File: config.mk
export PLATFORM = sky130hd
export DESIGN_NAME = sidta_queue
export DESIGN_NICKNAME = d
export VERILOG_FILES = /design/src/rtl/sidta_pkg.sv /design/src/rtl/sidta_queue.sv
export SDC_FILE = /design/constraint.sdc
export NUM_CORES = 1
export LEC_CHECK = 0
export BUFFER_PORTS_ARGS = -buffer_cell sky130_fd_sc_hd__buf_2
export CAP_MARGIN = 20
export CORE_MARGIN = 2
export CORE_UTILIZATION = 44
export DETAILED_ROUTE_END_ITERATION = 10
export PLACE_DENSITY = 0.83
export SYNTH_ARGS = -nofsm -noshare
export SYNTH_HDL_FRONTEND = slang
export SYNTH_SLANG_ARGS = --single-unit
File: constraint.sdc
create_clock -name clk -period 2.5 [get_ports clk]
set_input_delay 0.5 -clock clk [delete_from_list [all_inputs] [get_ports clk]]
set_output_delay 0.5 -clock clk [all_outputs]
set_load 0.02 [all_outputs]
File: src/rtl/sidta_pkg.sv
`timescale 1ns / 1ps
// ----------------------------------------------------------------------------
// sidta_pkg
// Shared types and constants for the signed integer to decimal text block.
// ----------------------------------------------------------------------------
package sidta_pkg;

	localparam int SIDTA_MAX_DIGITS = 10;
	localparam int VALUE_W          = 32;
	localparam int CHAR_W           = 8;

	localparam logic [CHAR_W-1:0] CHAR_MINUS = 8'd45;
	localparam logic [CHAR_W-1:0] CHAR_ZERO  = 8'd48;

	// Classified item handed from front to back
	typedef struct packed {
		logic               neg;
		logic [VALUE_W-1:0] mag;
	} sidta_item_t;

endpackage

File: src/rtl/sidta_queue.sv
`timescale 1ns / 1ps
// ----------------------------------------------------------------------------
// sidta_queue
// Two-entry queue of classified items between front and back.
// ----------------------------------------------------------------------------
module sidta_queue
	import sidta_pkg::*;
(
	input  logic        clk,
	input  logic        arst_n,
	input  logic        push_valid,
	output logic        push_ready,
	input  sidta_item_t push_item,
	output logic        pop_valid,
	input  logic        pop_ready,
	output sidta_item_t pop_item
);

	sidta_item_t mem_q [2];
	logic        wr_ptr_q;
	logic        rd_ptr_q;
	logic [1:0]  count_q;
	logic        do_push;
	logic        do_pop;

	assign push_ready = (count_q != 2'd2);
	assign pop_valid  = (count_q != 2'd0);
	assign pop_item   = mem_q[rd_ptr_q];
	assign do_push    = push_valid && push_ready;
	assign do_pop     = pop_valid && pop_ready;

	always_ff @(posedge clk) begin
		if (do_push) begin
			mem_q[wr_ptr_q] <= push_item;
		end
	end

	always_ff @(posedge clk or negedge arst_n) begin
		if (!arst_n) begin
			wr_ptr_q <= 1'b0;
			rd_ptr_q <= 1'b0;
			count_q  <= 2'd0;
		end else begin
			if (do_push) begin
				wr_ptr_q <= ~wr_ptr_q;
			end
			if (do_pop) begin
				rd_ptr_q <= ~rd_ptr_q;
			end
			case ({do_push, do_pop})
				2'b10:   count_q <= count_q + 2'd1;
				2'b01:   count_q <= count_q - 2'd1;
				default: count_q <= count_q;
			endcase
		end
	end

	a_count_range: assert property (@(posedge clk) disable iff (!arst_n)
		count_q != 2'd3)
		else $error("queue count out of range");

	a_ptrs_track_count: assert property (@(posedge clk) disable iff (!arst_n)
		(count_q == 2'd0 || count_q == 2'd2) |-> (wr_ptr_q == rd_ptr_q))
		else $error("queue pointers disagree with count");

	a_push_lands: assert property (@(posedge clk) disable iff (!arst_n)
		(push_valid && push_ready && count_q == 2'd0) |=> (pop_item == $past(push_item)))
		else $error("item pushed into empty queue not at head");

endmodule

==> metrics.yaml <==
status: "completed"
synth_compound_area_frac: 0
worstPathMaxFanout: 28
syn_inst: 120
num-fill-cells: 447
track_usage: 0.143
drt-initial-drc-count: 49
clock.fmax_mhz: 460
async_reset_ff_frac: 0.0571
cp-end-kind: "output port"
fin_setup_tns_ns: 0
setup_viol: 0
synth_top_family_by_area: "multiplexers"
holdCritPathClass: "in2reg"
cts.repair.resized: 0
grt_start_max_net_pins: 29
grt_pass1_vias: 1381
maxCapViolCount: 0
initial_core_util: 0.463
drc_errors: 0
dieArea_um2: 6520
critPathKind: "reg2out"
syn_area_um2: 2590
rows: 27
crit_chain: "buf_12 > mux2_2 > buf_2"
vdd_drop_max_uv: 497
dp.final_hpwl_um: 2940
relSlewSlack: 0.701
routed_wl_um: 4340
r2r-end: "mem_q[0][28]"
ctsLongestPathBuffers: 2
yosysUniqueCellTypes: 14
crit_slowest_cell: "dfrtp_1"
cts_sinks: 70
avgSynthCellArea_um2: 21.6
grt_overflow_total: 0
die_w_um: 80.8
min_period_ns: 2.18
wl_per_cell_um: 15.5
yosysSeqAreaShare: 0.803
fp.dieH_um: 80.8
cp_num_buf_inv: 2
cts_root_buffer: "clkbuf_8"
powerDensity_nw_per_um2: 1230
ioPinCount: 72
synth-main-ff-cell: "edfxtp_1"
cp_top_family: "flip-flops"
netlist.area_leader.share: 0.764
crit_required_ns: 2.00
synth-seq-cells: 70
slew_violations: 0
core_area_um2: 5610
viasPerCell: 4.79
vias: 1340
cts_buffers: 9
startpoint: "rd_ptr_q"
yosys.area_share.simple: 0.0150
yosysTopAreaCell: "edfxtp_1"
power_w: 0.00403
drt_pre_antenna_iters: 4
worstSetupStartpointType: "register"
critical-path-max-stage-delay_ns: 0.54
synth_area_leaders: "edfxtp_1, mux2_2, dfrtp_1"
antenna_cells: 0
cts.reportedPaths.clkPinSlew_ns: 0.08
synth_edf_count: 66
area_growth_pct: 26.8
rsz0062_at_grt: "false"
synth.most_common_cell: "edfxtp_1"
skew_ns: 0.00734
crit_end: "pop_item[32]"
hold_violations: 0
tightest_slew_ns: 0.448
syn_nets: 158
grt_pass1_wl_um: 6520
nets: 241
synth_warnings: 0
timing.rr.start: "count_q[0]"
htreeDepth: 3
drive_above_1_share: 0.596
place_congestion: 0.654
synth_fa_ha_area_frac: 0.00482
period_share: 0.870
worstPathArrival_ns: 1.68
cp_num_cells: 3
clock_latency_ns: 0.34
leakagePower_nw: 1.25
cts_tree: "yes"
antenna_found_initial: 0
r2r_setup_slack_ns: 0.84
synthMuxAreaShare: 0.143
io_buffers: 71
ant_nets: 0
synth_top_cells_by_count: "edfxtp_1, mux2_2, buf_6, dfrtp_1, xnor2_1"
synthXorXnorAreaFrac: 0.0169
rr_worst_depth: 4
## worst min-delay path by stage
stage	from	to	slack, ns	cells past startpoint
3_5_place_dp	arst_n	count_q[0]	0.31	1
2_1_floorplan	arst_n	count_q[0]	0.20	0
5_1_grt	push_item[11]	mem_q[0][11]	0.33	1
4_1_cts	push_item[2]	mem_q[0][2]	0.32	1
3_3_place_gp	arst_n	count_q[1]	0.31	1
6_report	push_item[1]	mem_q[1][1]	0.35	1
## layer usage
layer | track usage | up-vias | share of wire
met3 | 0.0578 | 6 | 0.073
met2 | 0.235 | 55 | 0.49
li1 | - | 635 | -
met5 | 0 | - | 0
met4 | 0.0661 | 0 | 0.0097
met1 | 0.164 | 644 | 0.43
## power by group
part	internal, W	total [W]	switching (W)	leakage [nW]
Combinational	0.000568	0.00134	0.000776	0.485
Clock	0.000564	0.000981	0.000417	0.109
Sequential	0.00161	0.00171	0.000103	0.660
Total	0.00274	0.00403	0.00130	1.25
## cells in the final DEF (no fill, tap or decap)
master,netlist,routed
buf_2,0,71
edfxtp_1,66,66
mux2_2,31,31
clkbuf_8,0,9
dfrtp_1,4,4
xnor2_1,3,3
clkinv_4,0,3
mux2_1,2,2
xor2_1,2,2
bufinv_16,0,2
buf_12,0,2
buf_4,0,2
or2_1,1,1
and2_4,1,1
nand2b_1,1,1
and3_1,1,1
nand2_1,1,1
nor2_4,0,1
nor2_1,2,1
ha_1,1,1
clkinv_2,0,1
clkinvlp_4,0,1
dlygate4sd3_1,0,1
## logic make-up (layout without fill, tap and decap cells)
logic type    count (synthesis)  count (layout)
fa+ha+maj                     1               1
mux                          33              33
buf+inv                       4              92
simple gates                  7               7
xor+xnor                      5               5
flops                        70              70
## timing repair
item / in CTS / in global routing
setup buffers: 0 / 0
hold buffers: 1 / 0
hold endpoints to repair: 4 / 0
## worst register-to-register path: cells and delay by family, from the launching register on
family                 cells  cell delay, ns
flip-flops                 1            0.43
AND/OR/NAND/NOR            3            0.70
buffers and inverters      1            0.24
## stage by stage
stage / hold slack [ns] / area (um^2) / cells / setup WS, ns / utilization
4_1_cts: 0.321 / 3290 / 280 / 0.303 / 0.587
6_report: 0.345 / 3290 / 280 / 0.325 / 0.587
3_3_place_gp: 0.309 / 3060 / 263 / 0.708 / 0.545
5_1_grt: 0.326 / 3290 / 280 / 0.256 / 0.587
3_5_place_dp: 0.310 / 3060 / 263 / 0.689 / 0.545
2_1_floorplan: 0.204 / 2600 / 120 / 0.416 / -
## flip-flops by register name, summed over array words and instances, names as in the netlist
| name | flops |
|---|---|
| count_q | 2 |
| mem_q | 66 |
| rd_ptr_q | 1 |
| wr_ptr_q | 1 |
## area by class of cell
type	instances	area, um^2	area share
clock buffers	9	124	0.0377
well taps	72	90.1	0.0274
multi-input cells	46	474	0.144
clock inverters	7	98.8	0.0300
repair buffers	76	420	0.128
flip-flops and latches	70	2080	0.633
(Power assumes the default switching activity.)
