File: config.mk
export PLATFORM = sky130hd
export DESIGN_NAME = sidta_front
export DESIGN_NICKNAME = d
export VERILOG_FILES = /design/src/rtl/sidta_pkg.sv /design/src/rtl/sidta_front.sv
export SDC_FILE = /design/constraint.sdc
export NUM_CORES = 1
export LEC_CHECK = 0
export BUFFER_PORTS_ARGS = -buffer_cell sky130_fd_sc_hd__buf_2
export CORE_UTILIZATION = 43
export DETAILED_ROUTE_END_ITERATION = 16
export GPL_TIMING_DRIVEN = 1
export PLACE_DENSITY_LB_ADDON = 0.05
export SYNTH_ARGS = -nofsm -noshare
export SYNTH_HDL_FRONTEND = slang
export SYNTH_SLANG_ARGS = --single-unit
File: constraint.sdc
create_clock -name vclk -period 4.18
set_input_delay 0.627 -clock vclk [all_inputs]
set_output_delay 0.627 -clock vclk [all_outputs]
set_load 0.03 [all_outputs]
File: src/rtl/sidta_pkg.sv
`timescale 1ns / 1ps
// ----------------------------------------------------------------------------
// sidta_pkg
// Shared types and constants for the signed integer to decimal text block.
// ----------------------------------------------------------------------------
package sidta_pkg;

	localparam int SIDTA_MAX_DIGITS = 10;
	localparam int VALUE_W          = 32;
	localparam int CHAR_W           = 8;

	localparam logic [CHAR_W-1:0] CHAR_MINUS = 8'd45;
	localparam logic [CHAR_W-1:0] CHAR_ZERO  = 8'd48;

	// Classified item handed from front to back
	typedef struct packed {
		logic               neg;
		logic [VALUE_W-1:0] mag;
	} sidta_item_t;

endpackage

File: src/rtl/sidta_front.sv
`timescale 1ns / 1ps
// ----------------------------------------------------------------------------
// sidta_front
// Accepts input items, splits each into sign and unsigned magnitude and
// pushes the result into the queue.
// ----------------------------------------------------------------------------
module sidta_front
	import sidta_pkg::*;
(
	input  logic               clk,
	input  logic               arst_n,
	input  logic               s_tvalid,
	output logic               s_tready,
	input  logic [VALUE_W-1:0] s_tdata,
	output logic               push_valid,
	input  logic               push_ready,
	output sidta_item_t        push_item
);

	logic neg;

	assign neg        = s_tdata[VALUE_W-1];
	assign s_tready   = push_ready;
	assign push_valid = s_tvalid;
	// Two's complement negate; the most negative value maps to its own
	// bit pattern, which read unsigned is the right magnitude
	assign push_item.neg = neg;
	assign push_item.mag = neg ? (~s_tdata + VALUE_W'(1)) : s_tdata;

	a_push_follows_input: assert property (@(posedge clk) disable iff (!arst_n)
		(s_tvalid && s_tready) |-> (push_valid && push_ready))
		else $error("front accepted an item without pushing it");

	a_mag_sign_clear: assert property (@(posedge clk) disable iff (!arst_n)
		(push_valid && push_item.mag[VALUE_W-1]) |->
		(push_item.neg && push_item.mag == s_tdata))
		else $error("magnitude has top bit set for a value other than the minimum");

	a_neg_mag_nonzero: assert property (@(posedge clk) disable iff (!arst_n)
		(push_valid && push_item.neg) |-> (push_item.mag != '0))
		else $error("negative value gave zero magnitude");

endmodule

==> impl_metrics.json, run 1 <==
{
  "path_max_fanout": 6,
  "n_sequential_cell": 0,
  "synthCells": 105,
  "fin_nets": 202,
  "critPathMostFrequentCell": "buf_2",
  "synth_area_um2": 799.5,
  "synth_top_area_cell": "xnor2_1",
  "min_period_over_period": 0.6953,
  "power_density_mw_per_mm2": 159.0,
  "nFillCells": 174,
  "die_area_mm2": 0.002036,
  "grt_usage": 0.2156,
  "drt_wl_total_um": 2124,
  "drt_iter0_drc": 10,
  "cp-start-kind": "input pin",
  "die_w_um": 45.12,
  "path_cells": "buf_2 -> inv_1 -> ha_1 -> nor2b_1 -> nand2_4 -> o41ai_1 -> xnor2_1 -> buf_2",
  "netlist_top_cells_count": "29 x xnor2_1, 9 x o31ai_1, 8 x nand2_1",
  "path_class": "input pin to output port",
  "seq_area_um2": 0,
  "status": "finished, final reports clean",
  "first_pass_iters": 4,
  "cap_violations": 0,
  "top_level_ports": 71,
  "worst_pin_slew_ns": 0.5386,
  "ys_types": 30,
  "buffer_ports.inserted": 65,
  "setup_tns_ns": 0,
  "viasPerCell": 5.213,
  "coreArea_mm2": 0.001727,
  "grt_max_degree": 34,
  "synth_top_area_share": 0.3177,
  "final_layout_size_suffix_gt1_frac": 0.4908,
  "syn_avg_cell_area_um2": 7.614,
  "fin_ws_ns": 1.273,
  "slowest_stage": "o41ai_1",
  "critPathArrivalTime_ns": 2.28,
  "yosys-top-cells-area": "xnor2_1 32%, o31ai_1 8.5%, nor4_4 5.3%",
  "max_stage_delay_ns": 0.45,
  "multi_input_area_um2": 750.7,
  "routabilityCongestion": 0.8724,
  "irDropWorstVdd_mv": 0.07949,
  "min_period_ns": 2.907,
  "ant_nets": 0,
  "setup_violations": 0,
  "grt_pass1_wl_um": 3463,
  "cts_setup_buffers": 0,
  "power_mw": 0.1772,
  "antenna_found_initial": 0,
  "grt.overflow.total": 0,
  "drc": 0,
  "ctsResizeCount": 0,
  "synth_most_common_cell": "xnor2_1",
  "n_antenna_cell": 0,
  "hold_path.class": "input pin to output port",
  "cp_data_required_time_ns": 3.55,
  "crit_buf_inv": 3,
  "start_util": 0.4630,
  "area_growth_pct": 39.44,
  "finalHoldViolCount": 0,
  "postCtsHoldBufs": 0,
  "slew_viol_final": 0,
  "crit_family": "compound AO/OA/AOI/OAI gates",
  "rsz0062_at_grt": "false",
  "rows": 15,
  "vias": 980,
  "place_ws_ns": 1.280,
  "dp.final_hpwl_um": 1760,
  "crit_path_end_kind": "output port",
  "die_y_um": 45.12,
  "grt_pass1_vias": 822,
  "wl_per_cell_um": 11.30,
  "fmax_mhz": 344.1,
  "yosysWarnings": 0,
  "clock_buffer_count": 0,
  "power_leakage_nw": 0.4642,
  "synth_fp_nets": 142,
  "seq_area_frac_synth": 0,
  "max_slew_margin": 0.6409
}
## cells in the final DEF, fill, tap and decap left out, drive strengths merged
cell type  count
buf           65
ha             1
inv            2
nand2         11
nand2b         1
nand3          5
nand3b         2
nand4b         1
nor2           3
nor2b          1
nor3           5
nor4           5
nor4bb         1
o21ai          9
o31ai         11
o41ai          5
or2            1
or3            4
or4            1
xnor2         29
## where the power goes
group	total, mW	switching, mW	leakage [nW]	internal (mW)
sequential	0	0	0	0
combinational	0.177	0.117	0.464	0.0606
clock	0	0	0	0
## per-layer routing
metal  GRT usage  up-vias  routed length [um]
li1            -      507                   -
met1      0.3000      437                 987
met2      0.3942       36                1021
met3           0        0                 115
met4           0        0                   0
met5           0        -                   0
## layout make-up
class	count	share of cell area
inverters	2	0.006734
repair buffers	65	0.2918
well taps	25	0.02806
multi-input cells	96	0.6734
## per-stage QoR
stage	utilization	cells	area, um^2	hold WS (ns)
4_1_cts	0.6457	188	1115	1.254
3_5_place_dp	0.6457	188	1115	1.254
3_3_place_gp	0.6457	188	1115	1.254
6_report	0.6457	188	1115	1.254
2_1_floorplan	-	105	799.5	1.372
5_1_grt	0.6457	188	1115	1.254
## final timing paths
kind / start / cells after the start / slack (ns) / endpoint
worst max-delay path: s_tdata[0] / 8 / 1.27 / push_item[30]
worst min-delay path: s_tvalid / 0 / 1.25 / push_valid
## kinds of logic after synthesis
family                     Yosys count  synth area share
AOI/OAI and AO/OA                   25            0.2457
and+or+nand+nor                     41            0.3599
buffers and inverters                9           0.06104
xor gates and xnor gates            29            0.3177
adders and majority gates            1           0.01565
Power figures use the tool's default switching activity.
==> inputs of run 2 (changes only) <==
- CORE_UTILIZATION: 43 -> 40
- clock period: 4.18 -> 2.8 ns (I/O delays scaled with it)
==> impl_metrics.json, run 2 (same netlist as run 1, synthesis figures left out) <==
{
  "antenna_found_initial": 0,
  "grt.overflow.total": 0,
  "coreArea_mm2": 0.001802,
  "grt_pass1_wl_um": 2967,
  "start_util": 0.4438,
  "grt_max_degree": 34,
  "dp.final_hpwl_um": 1717,
  "ant_nets": 0,
  "final_common_cell": "buf_2",
  "die_y_um": 46.71,
  "min_to": "push_valid",
  "cp-start-kind": "input pin",
  "ctsResizeCount": 0,
  "fin_nets": 202,
  "hold_path.class": "input pin to output port",
  "cp_data_required_time_ns": 2.38,
  "path_max_fanout": 6,
  "gr-max-usage-layer": "met2",
  "crit_buf_inv": 3,
  "setup_tns_ns": 0,
  "holdPathStages": 0,
  "drt_wl_total_um": 2054,
  "drt_iter0_drc": 6,
  "worst_pin_slew_ns": 0.5323,
  "viasPerCell": 5.101,
  "irDropWorstVdd_mv": 0.1473,
  "cp.depth": 8,
  "first_pass_iters": 3,
  "rows": 15,
  "crit_path_end_kind": "output port",
  "n_sequential_cell": 0,
  "finalHoldViolCount": 0,
  "wl_per_cell_um": 10.93,
  "final_layout_size_suffix_gt1_frac": 0.4908,
  "slowest_stage": "o41ai_1",
  "design_area_mm2": 0.001115,
  "met2_usage": 0.3444,
  "seqPwrFrac": 0,
  "p_switching_mw": 0.1729,
  "cts_setup_buffers": 0,
  "die_area_mm2": 0.002181,
  "nFillCells": 194,
  "multi_input_area_um2": 750.7,
  "p_sw_frac": 0.6567,
  "crit_family": "compound AO/OA/AOI/OAI gates",
  "p_int_mw": 0.09040,
  "min_period_ns": 2.480,
  "setup_violations": 0,
  "drc": 0,
  "critPathMostFrequentCell": "buf_2",
  "top_level_ports": 71,
  "die_w_um": 46.71,
  "area_growth_pct": 39.44,
  "max_stage_delay_ns": 0.46,
  "status": "finished, final reports clean",
  "max_slew_margin": 0.6451,
  "placed_area_mm2": 0.001115,
  "n_antenna_cell": 0,
  "fmax_mhz": 403.2,
  "worstHoldStart": "s_tvalid",
  "critPathArrivalTime_ns": 2.06,
  "pwr-share-clk": 0,
  "postCtsHoldBufs": 0,
  "power_leakage_nw": 0.4642,
  "min_period_over_period": 0.8858,
  "power_density_mw_per_mm2": 236.2,
  "p_comb_frac": 1.000,
  "final_cell_mix": "65 x buf_2, 29 x xnor2_1, 9 x o31ai_1",
  "clock_buffer_count": 0,
  "slew_viol_final": 0,
  "vias": 959,
  "grt_use_met3": 0.003922,
  "seq_area_um2": 0,
  "path_class": "input pin to output port",
  "rsz0062_at_grt": "false",
  "routabilityCongestion": 0.7795,
  "grt_usage": 0.1794,
  "buffer_ports.inserted": 65,
  "grt_pass1_vias": 738,
  "groute.layer.met1.usage": 0.2322,
  "cap_violations": 0,
  "path_cells": "buf_2 -> inv_1 -> ha_1 -> nor2b_1 -> nand2_4 -> o41ai_1 -> xnor2_1 -> buf_2"
}
run 2: worst max path at each step:
stage / from / to / slack, ns
after floorplan: s_tdata[10] / push_item[31] / 0.24
after global placement: s_tdata[1] / push_item[28] / 0.36
after detailed placement: s_tdata[1] / push_item[30] / 0.32
after CTS: s_tdata[1] / push_item[30] / 0.32
after global routing: s_tdata[16] / push_item[23] / 0.18
final: s_tdata[1] / push_item[30] / 0.32
run 2: layout make-up:
type | instances | share of cell area
inverters | 2 | 0.006734
multi-input cells | 96 | 0.6734
well taps | 25 | 0.02806
repair buffers | 65 | 0.2918
run 2: routing by layer:
metal	wire (um)	share of wire
met4	0	0
met3	144	0.070
met5	0	0
met2	1009	0.49
met1	900	0.44
run 2: metrics by stage:
step | util | hold slack [ns] | setup WS, ns | std cells | total power [mW]
after floorplan | - | 0.9579 | 0.2358 | 105 | 0.1812
after global placement | 0.6188 | 0.8404 | 0.3650 | 188 | 0.2622
after detailed placement | 0.6188 | 0.8404 | 0.3210 | 188 | 0.2641
after CTS | 0.6188 | 0.8404 | 0.3206 | 188 | 0.2651
after global routing | 0.6188 | 0.8400 | 0.1839 | 188 | 0.2839
final | 0.6188 | 0.8400 | 0.3197 | 188 | 0.2633
run 2: power by group through the flow:
stage	clock network, mW	registers, mW	logic, mW
after floorplan	0	0	0.181
after global placement	0	0	0.262
after detailed placement	0	0	0.264
after CTS	0	0	0.265
after global routing	0	0	0.284
final	0	0	0.263
==> inputs of run 3 (changes only) <==
- CELL_PAD_IN_SITES_DETAIL_PLACEMENT: unset -> 2
- CELL_PAD_IN_SITES_GLOBAL_PLACEMENT: unset -> 2
- CORE_UTILIZATION: 40 -> 19
==> impl_metrics.json, run 3 (same netlist as run 1, synthesis figures left out) <==
{
  "status": "finished, final reports clean",
  "cp-start-kind": "input pin",
  "p_sw_frac": 0.6651,
  "power_mw": 0.2699,
  "whs_ns": 0.8400,
  "die_area_mm2": 0.004472,
  "crit_path_end_kind": "output port",
  "holdPathStages": 0,
  "ant_nets": 0,
  "grt_pass1_vias": 1021,
  "vias": 1015,
  "top_level_ports": 71,
  "max_slew_margin": 0.6169,
  "slew_viol_final": 0,
  "p_comb_frac": 1.000,
  "fmax_mhz": 392.3,
  "first_pass_iters": 4,
  "grt.overflow.total": 0,
  "drt_wl_total_um": 3047,
  "setup_violations": 0,
  "grt_pass1_wl_um": 4719,
  "hold_path.class": "input pin to output port",
  "setup_tns_ns": 0,
  "cts_setup_buffers": 0,
  "irDropWorstVdd_mv": 0.07396,
  "worstHoldStart": "s_tvalid",
  "buffer_ports.inserted": 65,
  "dp.final_hpwl_um": 2501,
  "drt_iter0_drc": 14,
  "rsz0062_at_grt": "false",
  "start_util": 0.1984,
  "p_int_mw": 0.09040,
  "postCtsHoldBufs": 0,
  "area_growth_pct": 43.35,
  "clock_buffer_count": 0,
  "power_density_mw_per_mm2": 235.5,
  "seqPwrFrac": 0,
  "drc": 0,
  "final_layout_size_suffix_gt1_frac": 0.4908,
  "n_antenna_cell": 0,
  "critPathArrivalTime_ns": 2.13,
  "grt_max_degree": 34,
  "routabilityCongestion": 0.7368,
  "rows": 23,
  "cap_violations": 0,
  "min_period_over_period": 0.9103,
  "worst_pin_slew_ns": 0.5747,
  "final_cell_mix": "65 x buf_2, 29 x xnor2_1, 9 x o31ai_1",
  "n_sequential_cell": 0,
  "ctsResizeCount": 0,
  "antenna_found_initial": 0,
  "path_class": "input pin to output port",
  "pwr-share-clk": 0,
  "finalHoldViolCount": 0,
  "die_y_um": 66.87,
  "grt_usage": 0.1325,
  "final_common_cell": "buf_2",
  "power_leakage_nw": 0.4642,
  "wl_per_cell_um": 14.31,
  "coreArea_mm2": 0.004029,
  "min_period_ns": 2.549,
  "cp_data_required_time_ns": 2.38,
  "min_to": "push_valid",
  "fin_nets": 202,
  "die_w_um": 66.87,
  "viasPerCell": 4.765,
  "path_max_fanout": 6,
  "p_switching_mw": 0.1795,
  "seq_area_um2": 0
}
## run 3: cell counts in the layout (fill, tap and decap cells not counted)
Identical to the previous run, type by type.
## run 3: final cells by class
cell class | instances | area, um^2
tap | 50 | 62.56
multi-input combinational | 96 | 750.7
timing repair buffer | 65 | 325.3
fill | 499 | 2883
inverter | 2 | 7.507
## run 3: worst max path at each step
| stage | depth (start not counted) | to | start | slack (ns) |
|---|---|---|---|---|
| global route | 8 | push_item[22] | s_tdata[1] | 0.11 |
| finish | 8 | push_item[28] | s_tdata[1] | 0.25 |
| global placement | 8 | push_item[30] | s_tdata[1] | 0.29 |
| CTS | 8 | push_item[28] | s_tdata[1] | 0.21 |
| floorplan | 4 | push_item[31] | s_tdata[10] | 0.24 |
| detailed placement | 8 | push_item[28] | s_tdata[1] | 0.22 |
## run 3: critical path, stage by stage
cell	delay, ns
buf_2	0.12
inv_1	0.08
ha_1	0.22
nor2b_1	0.32
nand2_4	0.13
o41ai_1	0.45
xnor2_1	0.16
buf_2	0.21
## run 3: routing by layer
metal,vias to the layer above,track usage,share of wire
met5,-,0,0
met2,38,0.2525,0.48
met4,0,0,0
met3,0,0.008562,0.068
met1,470,0.1694,0.45
li1,507,-,-
## run 3: per-stage QoR
| stage | instances | setup slack (ns) | util | instance area [um^2] |
|---|---|---|---|---|
| final | 213 | 0.2511 | 0.2845 | 1146 |
| after global routing | 213 | 0.1073 | 0.2845 | 1146 |
| after CTS | 213 | 0.2147 | 0.2845 | 1146 |
| after detailed placement | 213 | 0.2204 | 0.2845 | 1146 |
| after global placement | 213 | 0.2866 | 0.2845 | 1146 |
| after floorplan | 105 | 0.2358 | - | 799.5 |
## run 3: power by group through the flow
stage	sequential, mW	combinational (mW)	clock, mW
global placement	0	0.269	0
floorplan	0	0.181	0
global route	0	0.290	0
detailed placement	0	0.273	0
CTS	0	0.274	0
finish	0	0.270	0
